===== config.mk =====
export PLATFORM = sky130hd
export DESIGN_NAME = boundary_wire_follow_fsm
export DESIGN_NICKNAME = d
export VERILOG_FILES = /design/src/rtl/bwf_pkg.sv /design/src/rtl/bwf_classify.sv /design/src/rtl/bwf_ctrl.sv /design/src/rtl/boundary_wire_follow_fsm.sv
export SDC_FILE = /design/constraint.sdc
export NUM_CORES = 1
export LEC_CHECK = 0
export ABC_AREA = 1
export BUFFER_PORTS_ARGS = -buffer_cell sky130_fd_sc_hd__buf_2
export CORE_AREA = 2 2 194 244
export CTS_BUF_LIST = sky130_fd_sc_hd__clkbuf_8
export CTS_CLUSTER_SIZE = 30
export DETAILED_ROUTE_END_ITERATION = 10
export DIE_AREA = 0 0 196 246
export PLACE_DENSITY_LB_ADDON = 0.25
export SLEW_MARGIN = 25
export SYNTH_ARGS = -nofsm -noshare
export SYNTH_HDL_FRONTEND = slang
export SYNTH_SLANG_ARGS = --single-unit
export TNS_END_PERCENT = 10

===== constraint.sdc =====
create_clock -name clk -period 7.3 [get_ports clk]
set_input_delay 0.365 -clock clk [delete_from_list [all_inputs] [get_ports clk]]
set_output_delay 0.365 -clock clk [all_outputs]
set_load 0.02 [all_outputs]

===== src/rtl/bwf_pkg.sv =====
package bwf_pkg;

	localparam int unsigned SPEED_W = 16;
	localparam int unsigned LEVEL_W = 16;
	localparam int unsigned TURN_W  = 17;
	localparam int unsigned CFG_W   = 16;

	typedef enum logic [1:0] {
		CFG_TARGET_SPEED  = 2'd0,
		CFG_WIRE_REVERSED = 2'd1,
		CFG_FACING_MARGIN = 2'd2,
		CFG_UNUSED        = 2'd3
	} cfg_index_t;

	localparam logic [7:0] FACING_MARGIN_RST = 8'd26;

	localparam logic [1:0] SIDE_INSIDE  = 2'd0;
	localparam logic [1:0] SIDE_OUTSIDE = 2'd1;

	localparam logic CMD_START = 1'b1;

	typedef enum logic [3:0] {
		P_MISSING    = 4'd0,
		P_IN_NORMAL  = 4'd1,
		P_IN_LHRL    = 4'd2,
		P_IN_LLRH    = 4'd3,
		P_OUT_NORMAL = 4'd4,
		P_OUT_LHRL   = 4'd5,
		P_OUT_LLRH   = 4'd6,
		P_ALIGNED    = 4'd7,
		P_REVERSE    = 4'd8
	} pose_t;

	typedef struct packed {
		logic                       command;
		logic [1:0]                 left_side;
		logic [1:0]                 right_side;
		logic signed [LEVEL_W-1:0]  left_level;
		logic signed [LEVEL_W-1:0]  right_level;
	} in_t;

	typedef struct packed {
		logic signed [TURN_W-1:0]   turn_rate;
		logic [SPEED_W-1:0]         forward_speed;
		logic                       wire_lost;
		logic [2:0]                 mode_now;
		logic [3:0]                 pose_class;
	} out_t;

endpackage


===== src/rtl/bwf_classify.sv =====
module bwf_classify
	import bwf_pkg::*;
(
	input  in_t        item,
	input  logic [7:0] facing_margin,
	input  logic       wire_reversed,
	output pose_t      pose
);

	logic [LEVEL_W:0]   mag_l;
	logic [LEVEL_W:0]   mag_r;
	logic [LEVEL_W+8:0] scaled_l;
	logic [LEVEL_W+8:0] scaled_r;
	logic [LEVEL_W+8:0] margin_l;
	logic [LEVEL_W+8:0] margin_r;
	logic [8:0]         k;
	logic               balanced;
	logic               left_in;

	always_comb begin
		mag_l = item.left_level[LEVEL_W-1] ?
			(LEVEL_W+1)'(-$signed({item.left_level[LEVEL_W-1], item.left_level})) :
			{1'b0, item.left_level};
		mag_r = item.right_level[LEVEL_W-1] ?
			(LEVEL_W+1)'(-$signed({item.right_level[LEVEL_W-1], item.right_level})) :
			{1'b0, item.right_level};
		k        = {1'b1, facing_margin};
		scaled_l = (LEVEL_W+9)'({mag_l, 8'h00});
		scaled_r = (LEVEL_W+9)'({mag_r, 8'h00});
		margin_l = (LEVEL_W+9)'(mag_l) * (LEVEL_W+9)'(k);
		margin_r = (LEVEL_W+9)'(mag_r) * (LEVEL_W+9)'(k);
		balanced = (scaled_l < margin_r) && (scaled_r < margin_l);
		left_in  = (item.left_side == SIDE_INSIDE);

		if (item.left_side[1] || item.right_side[1]) begin
			pose = P_MISSING;
		end else if (item.left_side == item.right_side) begin
			if (balanced) begin
				pose = left_in ? P_IN_NORMAL : P_OUT_NORMAL;
			end else if (mag_l > mag_r) begin
				pose = left_in ? P_IN_LHRL : P_OUT_LHRL;
			end else begin
				pose = left_in ? P_IN_LLRH : P_OUT_LLRH;
			end
		end else if (left_in != wire_reversed) begin
			pose = P_ALIGNED;
		end else begin
			pose = P_REVERSE;
		end
	end

endmodule


===== src/rtl/bwf_ctrl.sv =====
module bwf_ctrl
	import bwf_pkg::*;
(
	input  logic               clk,
	input  logic               arst_n,
	input  logic               step,
	input  in_t                item,
	input  pose_t              pose,
	input  logic [SPEED_W-1:0] target_speed,
	input  logic               wire_reversed,
	output out_t               result
);

	typedef enum logic [2:0] {
		M_IDLE     = 3'd0,
		M_START    = 3'd1,
		M_FINDDIR  = 3'd2,
		M_GOTOLINE = 3'd3,
		M_ALIGNING = 3'd4,
		M_TRACE    = 3'd5,
		M_DONE     = 3'd6
	} mode_t;

	mode_t mode_q;
	mode_t mode_d;
	logic  entry_q;
	logic  entry_d;

	logic [SPEED_W-1:0]       frac64;
	logic [SPEED_W-1:0]       frac192;
	logic [SPEED_W-1:0]       frac26;
	logic signed [TURN_W-1:0] tgt_s;
	logic signed [TURN_W-1:0] f64_s;
	logic signed [TURN_W-1:0] f192_s;
	logic signed [TURN_W-1:0] f26_s;
	logic signed [TURN_W-1:0] ang;
	logic [SPEED_W-1:0]       lin;
	logic                     lost;
	logic                     sl;
	logic                     sr;
	logic                     pos_dir;

	always_comb begin
		frac64  = {2'b00, target_speed[SPEED_W-1:2]};
		frac192 = SPEED_W'(((SPEED_W+2)'(target_speed) * (SPEED_W+2)'(3)) >> 2);
		frac26  = SPEED_W'(((SPEED_W+5)'(target_speed) * (SPEED_W+5)'(26)) >> 8);
		tgt_s   = $signed({1'b0, target_speed});
		f64_s   = $signed({1'b0, frac64});
		f192_s  = $signed({1'b0, frac192});
		f26_s   = $signed({1'b0, frac26});
		sl      = item.left_side[0];
		sr      = item.right_side[0];
		pos_dir = wire_reversed ? (item.left_side == SIDE_INSIDE) :
			(item.left_side == SIDE_OUTSIDE);

		mode_d  = mode_q;
		entry_d = entry_q;
		ang     = '0;
		lin     = '0;
		lost    = 1'b0;

		if (item.command == CMD_START) begin
			mode_d = M_START;
		end else if (pose == P_MISSING) begin
			lost = 1'b1;
		end else begin
			unique case (mode_q)
				M_START: begin
					if (pose == P_IN_NORMAL || pose == P_IN_LHRL || pose == P_IN_LLRH ||
					    pose == P_OUT_NORMAL) begin
						entry_d = sl;
						mode_d  = M_GOTOLINE;
					end else if (pose == P_OUT_LHRL || pose == P_OUT_LLRH) begin
						mode_d = M_FINDDIR;
					end else if (pose == P_ALIGNED) begin
						mode_d = M_TRACE;
					end else begin
						entry_d = SIDE_INSIDE[0];
						mode_d  = M_ALIGNING;
					end
				end
				M_FINDDIR: begin
					if (pose == P_OUT_LHRL) begin
						ang = tgt_s;
					end else if (pose == P_OUT_LLRH) begin
						ang = -tgt_s;
					end else begin
						mode_d = M_START;
					end
				end
				M_GOTOLINE: begin
					if (entry_q != sl || entry_q != sr) begin
						mode_d = (pose == P_ALIGNED) ? M_TRACE : M_ALIGNING;
					end else begin
						if (item.left_level > item.right_level) begin
							ang = f64_s;
						end else if (item.left_level < item.right_level) begin
							ang = -f64_s;
						end
						lin = target_speed;
					end
				end
				M_ALIGNING: begin
					if (pose == P_ALIGNED) begin
						mode_d = M_TRACE;
					end else begin
						ang = pos_dir ? tgt_s : -tgt_s;
						lin = frac64;
					end
				end
				M_TRACE: begin
					if (sl == sr) begin
						ang = pos_dir ? f192_s : -f192_s;
					end else begin
						ang = (item.left_level > item.right_level) ? f26_s : -f26_s;
					end
					lin = target_speed;
				end
				M_DONE: begin
					mode_d = M_IDLE;
				end
				default: begin
				end
			endcase
		end

		result.turn_rate     = ang;
		result.forward_speed = lin;
		result.wire_lost     = lost;
		result.mode_now      = mode_d;
		result.pose_class    = pose;
	end

	always_ff @(posedge clk or negedge arst_n) begin
		if (!arst_n) begin
			mode_q  <= M_IDLE;
			entry_q <= SIDE_INSIDE[0];
		end else if (step) begin
			mode_q  <= mode_d;
			entry_q <= entry_d;
		end
	end

`ifndef NO_ASSERTIONS
	a_lost_stops: assert property (@(posedge clk) disable iff (!arst_n)
		step && result.wire_lost |-> result.turn_rate == '0 && result.forward_speed == '0)
		else $error("wire lost with nonzero velocity");

	a_start_cmd: assert property (@(posedge clk) disable iff (!arst_n)
		step && item.command == CMD_START |=> mode_q == M_START)
		else $error("start command did not enter start");

	a_hold: assert property (@(posedge clk) disable iff (!arst_n)
		!step |=> $stable(mode_q) && $stable(entry_q))
		else $error("mode changed without a transaction");

	a_drive_modes: assert property (@(posedge clk) disable iff (!arst_n)
		step && result.forward_speed != '0 |->
		mode_q == M_GOTOLINE || mode_q == M_ALIGNING || mode_q == M_TRACE)
		else $error("forward speed outside a driving mode");
`endif

endmodule


===== src/rtl/boundary_wire_follow_fsm.sv =====
// Boundary-wire follower for a two-coil robot.
// Input channel (in_valid / in_stall / in_item): one transaction per sensor
// sample or start command. Output channel (out_valid / out_stall / out_item):
// exactly one result per input transaction, in order: turn rate, forward
// speed, wire-lost flag, mode after the step and orientation class.
// Config port (cfg_we / cfg_index / cfg_data): 0 target speed, 1 wire
// reversed, 2 facing margin; write only while no transaction is in flight.
// Each transaction passes through the input register, then the classify and
// mode update into the result register.
// Throughput: one transaction per cycle while out_stall is low; the
// combinational classify/mode update between the two registers sets it.
// When out_stall is high the result holds and one more transaction can sit
// in the input register; after that in_stall rises.
// Reset: mode idle, entry side inside, target speed 0, direct wire, facing
// margin 26; both registers empty.
module boundary_wire_follow_fsm
	import bwf_pkg::*;
(
	input  logic               clk,
	input  logic               arst_n,
	input  logic               in_valid,
	output logic               in_stall,
	input  in_t                in_item,
	output logic               out_valid,
	input  logic               out_stall,
	output out_t               out_item,
	input  logic               cfg_we,
	input  cfg_index_t         cfg_index,
	input  logic [CFG_W-1:0]   cfg_data
);

	logic [SPEED_W-1:0] target_speed_q;
	logic               wire_reversed_q;
	logic [7:0]         facing_margin_q;

	logic  valid_s1;
	in_t   item_s1;
	logic  out_valid_q;
	out_t  out_item_q;
	logic  s2_ready;
	logic  advance;
	pose_t pose;
	out_t  result;

	assign s2_ready  = !out_valid_q || !out_stall;
	assign in_stall  = valid_s1 && !s2_ready;
	assign advance   = valid_s1 && s2_ready;
	assign out_valid = out_valid_q;
	assign out_item  = out_item_q;

	always_ff @(posedge clk or negedge arst_n) begin
		if (!arst_n) begin
			target_speed_q  <= '0;
			wire_reversed_q <= 1'b0;
			facing_margin_q <= FACING_MARGIN_RST;
		end else if (cfg_we) begin
			unique case (cfg_index)
				CFG_TARGET_SPEED:  target_speed_q  <= cfg_data[SPEED_W-1:0];
				CFG_WIRE_REVERSED: wire_reversed_q <= cfg_data[0];
				CFG_FACING_MARGIN: facing_margin_q <= cfg_data[7:0];
				default: begin
				end
			endcase
		end
	end

	always_ff @(posedge clk or negedge arst_n) begin
		if (!arst_n) begin
			valid_s1    <= 1'b0;
			out_valid_q <= 1'b0;
		end else begin
			if (!in_stall) begin
				valid_s1 <= in_valid;
			end
			if (s2_ready) begin
				out_valid_q <= advance;
			end
		end
	end

	always_ff @(posedge clk) begin
		if (in_valid && !in_stall) begin
			item_s1 <= in_item;
		end
		if (advance) begin
			out_item_q <= result;
		end
	end

	bwf_classify u_classify (
		.item          (item_s1),
		.facing_margin (facing_margin_q),
		.wire_reversed (wire_reversed_q),
		.pose          (pose)
	);

	bwf_ctrl u_ctrl (
		.clk           (clk),
		.arst_n        (arst_n),
		.step          (advance),
		.item          (item_s1),
		.pose          (pose),
		.target_speed  (target_speed_q),
		.wire_reversed (wire_reversed_q),
		.result        (result)
	);

endmodule


==> report_table.html <==
<table>
<tr><th>Metric</th><th>Value</th></tr>
<tr><th colspan="2">Synthesis</th></tr>
<tr><td>Number of distinct standard cells referenced by the synthesized netlist</td><td>68</td></tr>
<tr><td>Number of enable flip-flop cells after synthesis</td><td>78</td></tr>
<tr><td>Share of synthesized registers carrying an async set or reset</td><td>0.284</td></tr>
<tr><td>Top-count cell post-synth</td><td>sky130_fd_sc_hd__inv_1</td></tr>
<tr><td>Number of instances in the synthesized netlist</td><td>2712</td></tr>
<tr><td>FF+latch count, synth</td><td>109</td></tr>
<tr><td>Cell taking the most area after synthesis</td><td>sky130_fd_sc_hd__fa_1</td></tr>
<tr><td>Sequential fraction of the synthesis area</td><td>0.153</td></tr>
<tr><td>Top cells by instance count after synthesis</td><td>561 x sky130_fd_sc_hd__inv_1, 551 x sky130_fd_sc_hd__nand2_1, 283 x sky130_fd_sc_hd__nor2_1</td></tr>
<tr><td>Most area-consuming cells after synthesis</td><td>sky130_fd_sc_hd__fa_1 23%, sky130_fd_sc_hd__ha_1 13%, sky130_fd_sc_hd__edfxtp_1 11%</td></tr>
<tr><td>Number of synthesis warnings</td><td>0</td></tr>
<tr><td>Ys flop type</td><td>sky130_fd_sc_hd__edfxtp_1</td></tr>
<tr><td>Cell area after synthesis</td><td>0.0204 mm²</td></tr>
<tr><td>Average cell area after synthesis</td><td>7.53 µm²</td></tr>
<tr><td>Post-synth top area share</td><td>0.231</td></tr>
<tr><th colspan="2">Route</th></tr>
<tr><td>Average detailed-routed wire length per instance</td><td>19.3 µm</td></tr>
<tr><td>DRT Wirelength</td><td>71.6 mm</td></tr>
<tr><td>First-pass DRT Iterations</td><td>5</td></tr>
<tr><td>Detail Route Antenna Nets</td><td>0</td></tr>
<tr><td># DRC</td><td>0</td></tr>
<tr><td>Initial drt markers</td><td>1197</td></tr>
<tr><td>Via count</td><td>19500</td></tr>
<tr><td>Via count normalized by instance count</td><td>5.26</td></tr>
<tr><th colspan="2">Global routing</th></tr>
<tr><td>Pin count of the biggest net entering global routing</td><td>47</td></tr>
<tr><td>Global-route wire length before repair</td><td>112 mm</td></tr>
<tr><td>Global router's overall resource usage</td><td>0.305</td></tr>
<tr><td>Via count of the first global-routing pass</td><td>20600</td></tr>
<tr><td>Antenna violations before repair</td><td>1</td></tr>
<tr><td>Grt total ovfl</td><td>0</td></tr>
<tr><th colspan="2">Floorplanning</th></tr>
<tr><td>Overall die height</td><td>246 µm</td></tr>
<tr><td>Area of the die</td><td>0.0482 mm²</td></tr>
<tr><td>Effective utilization at floorplan</td><td>0.446</td></tr>
<tr><td>Area of the placeable core</td><td>0.0458 mm²</td></tr>
<tr><td>Chip width</td><td>196 µm</td></tr>
<tr><td>Floorplan row count</td><td>88</td></tr>
<tr><td>Ports</td><td>103</td></tr>
<tr><th colspan="2">Placement</th></tr>
<tr><td>Buffers on Ports</td><td>102</td></tr>
<tr><td>Area after DPL</td><td>0.0241 mm²</td></tr>
<tr><td>Worst-case setup slack after placement</td><td>-1.20 ns</td></tr>
<tr><td>Post-DP HPWL</td><td>60.2 mm</td></tr>
<tr><td>Cell count after placement</td><td>3662</td></tr>
<tr><td>Global placer's final weighted congestion</td><td>0.982</td></tr>
<tr><th colspan="2">Power</th></tr>
<tr><td>Maximum ir drop on the vdd rail</td><td>0.387 mV</td></tr>
<tr><td>Power density normalized to cell area</td><td>517 mW/mm²</td></tr>
<tr><td>Leakage</td><td>13.4 nW</td></tr>
<tr><th colspan="2">Critical path</th></tr>
<tr><td>Worst r2r src</td><td>item_s1[2]$_DFFE_PP_</td></tr>
<tr><td>Cell seen most often among critical-path stages</td><td>sky130_fd_sc_hd__nand2_1</td></tr>
<tr><td>Slowest cell on the critical path</td><td>sky130_fd_sc_hd__fa_1</td></tr>
<tr><td>Critical path class</td><td>register to register</td></tr>
<tr><td>Critical Path End Type</td><td>register</td></tr>
<tr><td>Critical path fanouts, max</td><td>7</td></tr>
<tr><td>FF-to-FF setup slack</td><td>-0.80 ns</td></tr>
<tr><td>Worst path max stage delay</td><td>0.54 ns</td></tr>
<tr><td>Launching element type of the critical path</td><td>register</td></tr>
<tr><td>Arr. time, crit path</td><td>8.30 ns</td></tr>
<tr><td>Worst R2R End</td><td>out_item[29]$_SDFFCE_PN0P_</td></tr>
<tr><td>Worst reg-to-reg path cell count</td><td>48</td></tr>
<tr><td>Data required time of the worst path</td><td>7.51 ns</td></tr>
<tr><th colspan="2">Finish</th></tr>
<tr><td>Filler Cell Count</td><td>4328</td></tr>
<tr><td>Post-synthesis to final-layout area growth</td><td>25.2%</td></tr>
<tr><td>Summed area of non-filler cells in the final layout</td><td>0.0255 mm²</td></tr>
<tr><td>Post-layout instance count excluding filler cells</td><td>3717</td></tr>
<tr><td>Fraction of final layout cells sized beyond drive strength 1</td><td>0.241</td></tr>
<tr><td>Count of nets after finishing</td><td>3632</td></tr>
<tr><td>Post-Route Utilization</td><td>0.558</td></tr>
<tr><th colspan="2">Timing</th></tr>
<tr><td>Final hold violation count</td><td>0</td></tr>
<tr><td>Crit path setup slack, layout</td><td>-0.796 ns</td></tr>
<tr><td>Minimum clock period</td><td>8.10 ns</td></tr>
<tr><td>Min Hold Slack</td><td>0.0443 ns</td></tr>
<tr><td>Portion of the clock cycle consumed by the worst path in the final layout</td><td>1.11</td></tr>
<tr><td>Setup skew after layout</td><td>0.0289 ns</td></tr>
<tr><td>Worst relative slew slack</td><td>0.316</td></tr>
<tr><td>F_max</td><td>124 MHz</td></tr>
<tr><td>Transition time at the pin with the least slew margin</td><td>1.02 ns</td></tr>
<tr><td>RSZ-0062 raised after global routing</td><td>yes</td></tr>
<tr><td># setup viols final</td><td>43</td></tr>
<tr><td>Count of pins over their slew limit</td><td>0</td></tr>
<tr><th colspan="2">Run</th></tr>
<tr><td>Maxcap violations</td><td>0</td></tr>
<tr><th colspan="2">Clock tree</th></tr>
<tr><td>TritonCTS buffer count</td><td>9</td></tr>
<tr><td>Clock latency on the worst-skew pair</td><td>0.45 ns</td></tr>
<tr><td>Clock transition at the registers of the reported paths</td><td>0.13 ns</td></tr>
<tr><td>H-Tree Depth</td><td>3</td></tr>
<tr><td>Clock tree from TritonCTS</td><td>built</td></tr>
<tr><td>Clk root buf</td><td>sky130_fd_sc_hd__clkbuf_8</td></tr>
<tr><td>Clk sinks</td><td>109</td></tr>
<tr><td>Maximum clock path buffer count</td><td>2</td></tr>
<tr><th colspan="2">Hold path</th></tr>
<tr><td>Type of the worst min-delay path</td><td>primary input to asynchronous set/reset pin</td></tr>
<tr><th colspan="2">Outcome</th></tr>
<tr><td>Violated checks</td><td>setup timing</td></tr>
<tr><td>Status</td><td>complete, but fails checks</td></tr>
</table>
-- where the power goes --
part	leakage [nW]	internal, mW	switching [mW]
clock network	0.106	0.141	0.277
logic	12.1	5.29	6.62
registers	1.13	0.756	0.124
-- cell type report --
class | count | area (µm²) | share of cell area
clock inverter | 7 | 91.3 | 0.00358
tap | 585 | 732 | 0.0287
multi-input combinational | 1977 | 15900 | 0.624
antenna | 1 | 2.50 | 0.0000980
inverter | 582 | 2220 | 0.0868
timing repair buffer | 447 | 3330 | 0.130
clock buffer | 9 | 124 | 0.00485
sequential | 109 | 3120 | 0.122
-- registers in the layout, indices dropped and copies added (netlist names) --
name             count
u_ctrl.entry_q       1
wire_reversed_q      1
target_speed_q      16
out_valid            1
valid_s1             1
facing_margin_q      8
item_s1             37
out_item            41
u_ctrl.mode_q        3
-- metrics by stage --
| step | power (mW) | setup TNS, ns |
|---|---|---|
| 2_1_floorplan | 7.48 | -4.64 |
| 3_3_place_gp | 11.0 | -39.77 |
| 3_5_place_dp | 11.2 | -45.47 |
| 4_1_cts | 12.7 | -26.32 |
| 5_1_grt | 14.6 | -48.61 |
| 6_report | 13.2 | -28.05 |
-- cells in the final DEF, fill, tap and decap left out, types with 49 or more instances in the layout --
cell,n
sky130_fd_sc_hd__inv_1,534
sky130_fd_sc_hd__nand2_1,510
sky130_fd_sc_hd__buf_4,320
sky130_fd_sc_hd__nor2_1,264
sky130_fd_sc_hd__fa_1,234
sky130_fd_sc_hd__ha_1,190
sky130_fd_sc_hd__nand3_1,129
sky130_fd_sc_hd__a21oi_1,110
sky130_fd_sc_hd__buf_2,102
sky130_fd_sc_hd__o21ai_0,82
sky130_fd_sc_hd__edfxtp_1,78
sky130_fd_sc_hd__nand2_2,49
-- worst max-delay path: cells and delay by family (launching register included) --
| family | cells | cell delay, ns |
|---|---|---|
| simple gates | 23 | 2.31 |
| buf+inv | 12 | 1.52 |
| fa+ha+maj | 6 | 2.58 |
| xor+xnor | 1 | 0.16 |
| flops | 1 | 0.45 |
| compound gates | 6 | 0.84 |
-- routing by layer --
layer / GRT usage / vias to the layer above / share of wire / routed length [µm]
met2: 0.577 / 579 / 0.53 / 37900
met4: 0.169 / 0 / 0.062 / 4450
li1: - / 9252 / - / -
met5: 0 / - / 0 / 0
met3: 0.0264 / 211 / 0.042 / 3020
met1: 0.335 / 9492 / 0.37 / 26200
-- cell families after synthesis --
family,after synthesis,share of synthesized area
AOI/OAI and AO/OA,337,0.0961
xor gates and xnor gates,76,0.0354
and+or+nand+nor,1098,0.234
other,2,0.000368
buffers and inverters,644,0.121
DFF,109,0.153
adders and majority gates,446,0.360
-- how the worst max path moves through the flow --
stage | cells after the start | startpoint | endpoint
after floorplan | 47 | item_s1[0]$_DFFE_PP_ | out_item[38]$_SDFFCE_PN0P_
after detailed placement | 44 | item_s1[0]$_DFFE_PP_ | out_item[26]$_SDFFCE_PN0P_
final | 48 | item_s1[2]$_DFFE_PP_ | out_item[29]$_SDFFCE_PN0P_
after CTS | 49 | item_s1[2]$_DFFE_PP_ | out_item[29]$_SDFFCE_PN0P_
after global placement | 44 | item_s1[0]$_DFFE_PP_ | out_item[26]$_SDFFCE_PN0P_
after global routing | 46 | item_s1[2]$_DFFE_PP_ | out_item[24]$_SDFFCE_PN0P_
-- timing repair --
| action | 4_1_cts | 5_1_grt |
|---|---|---|
| buffers inserted | 32 | 9 |
| gates cloned | 2 | 0 |
| gates resized for setup | 146 | 79 |
| pin swaps | 84 | 41 |
| hold buffers | 0 | 0 |
| endpoints found under the setup margin | 43 | 43 |
Note: power is estimated with default switching activity, not from simulation.
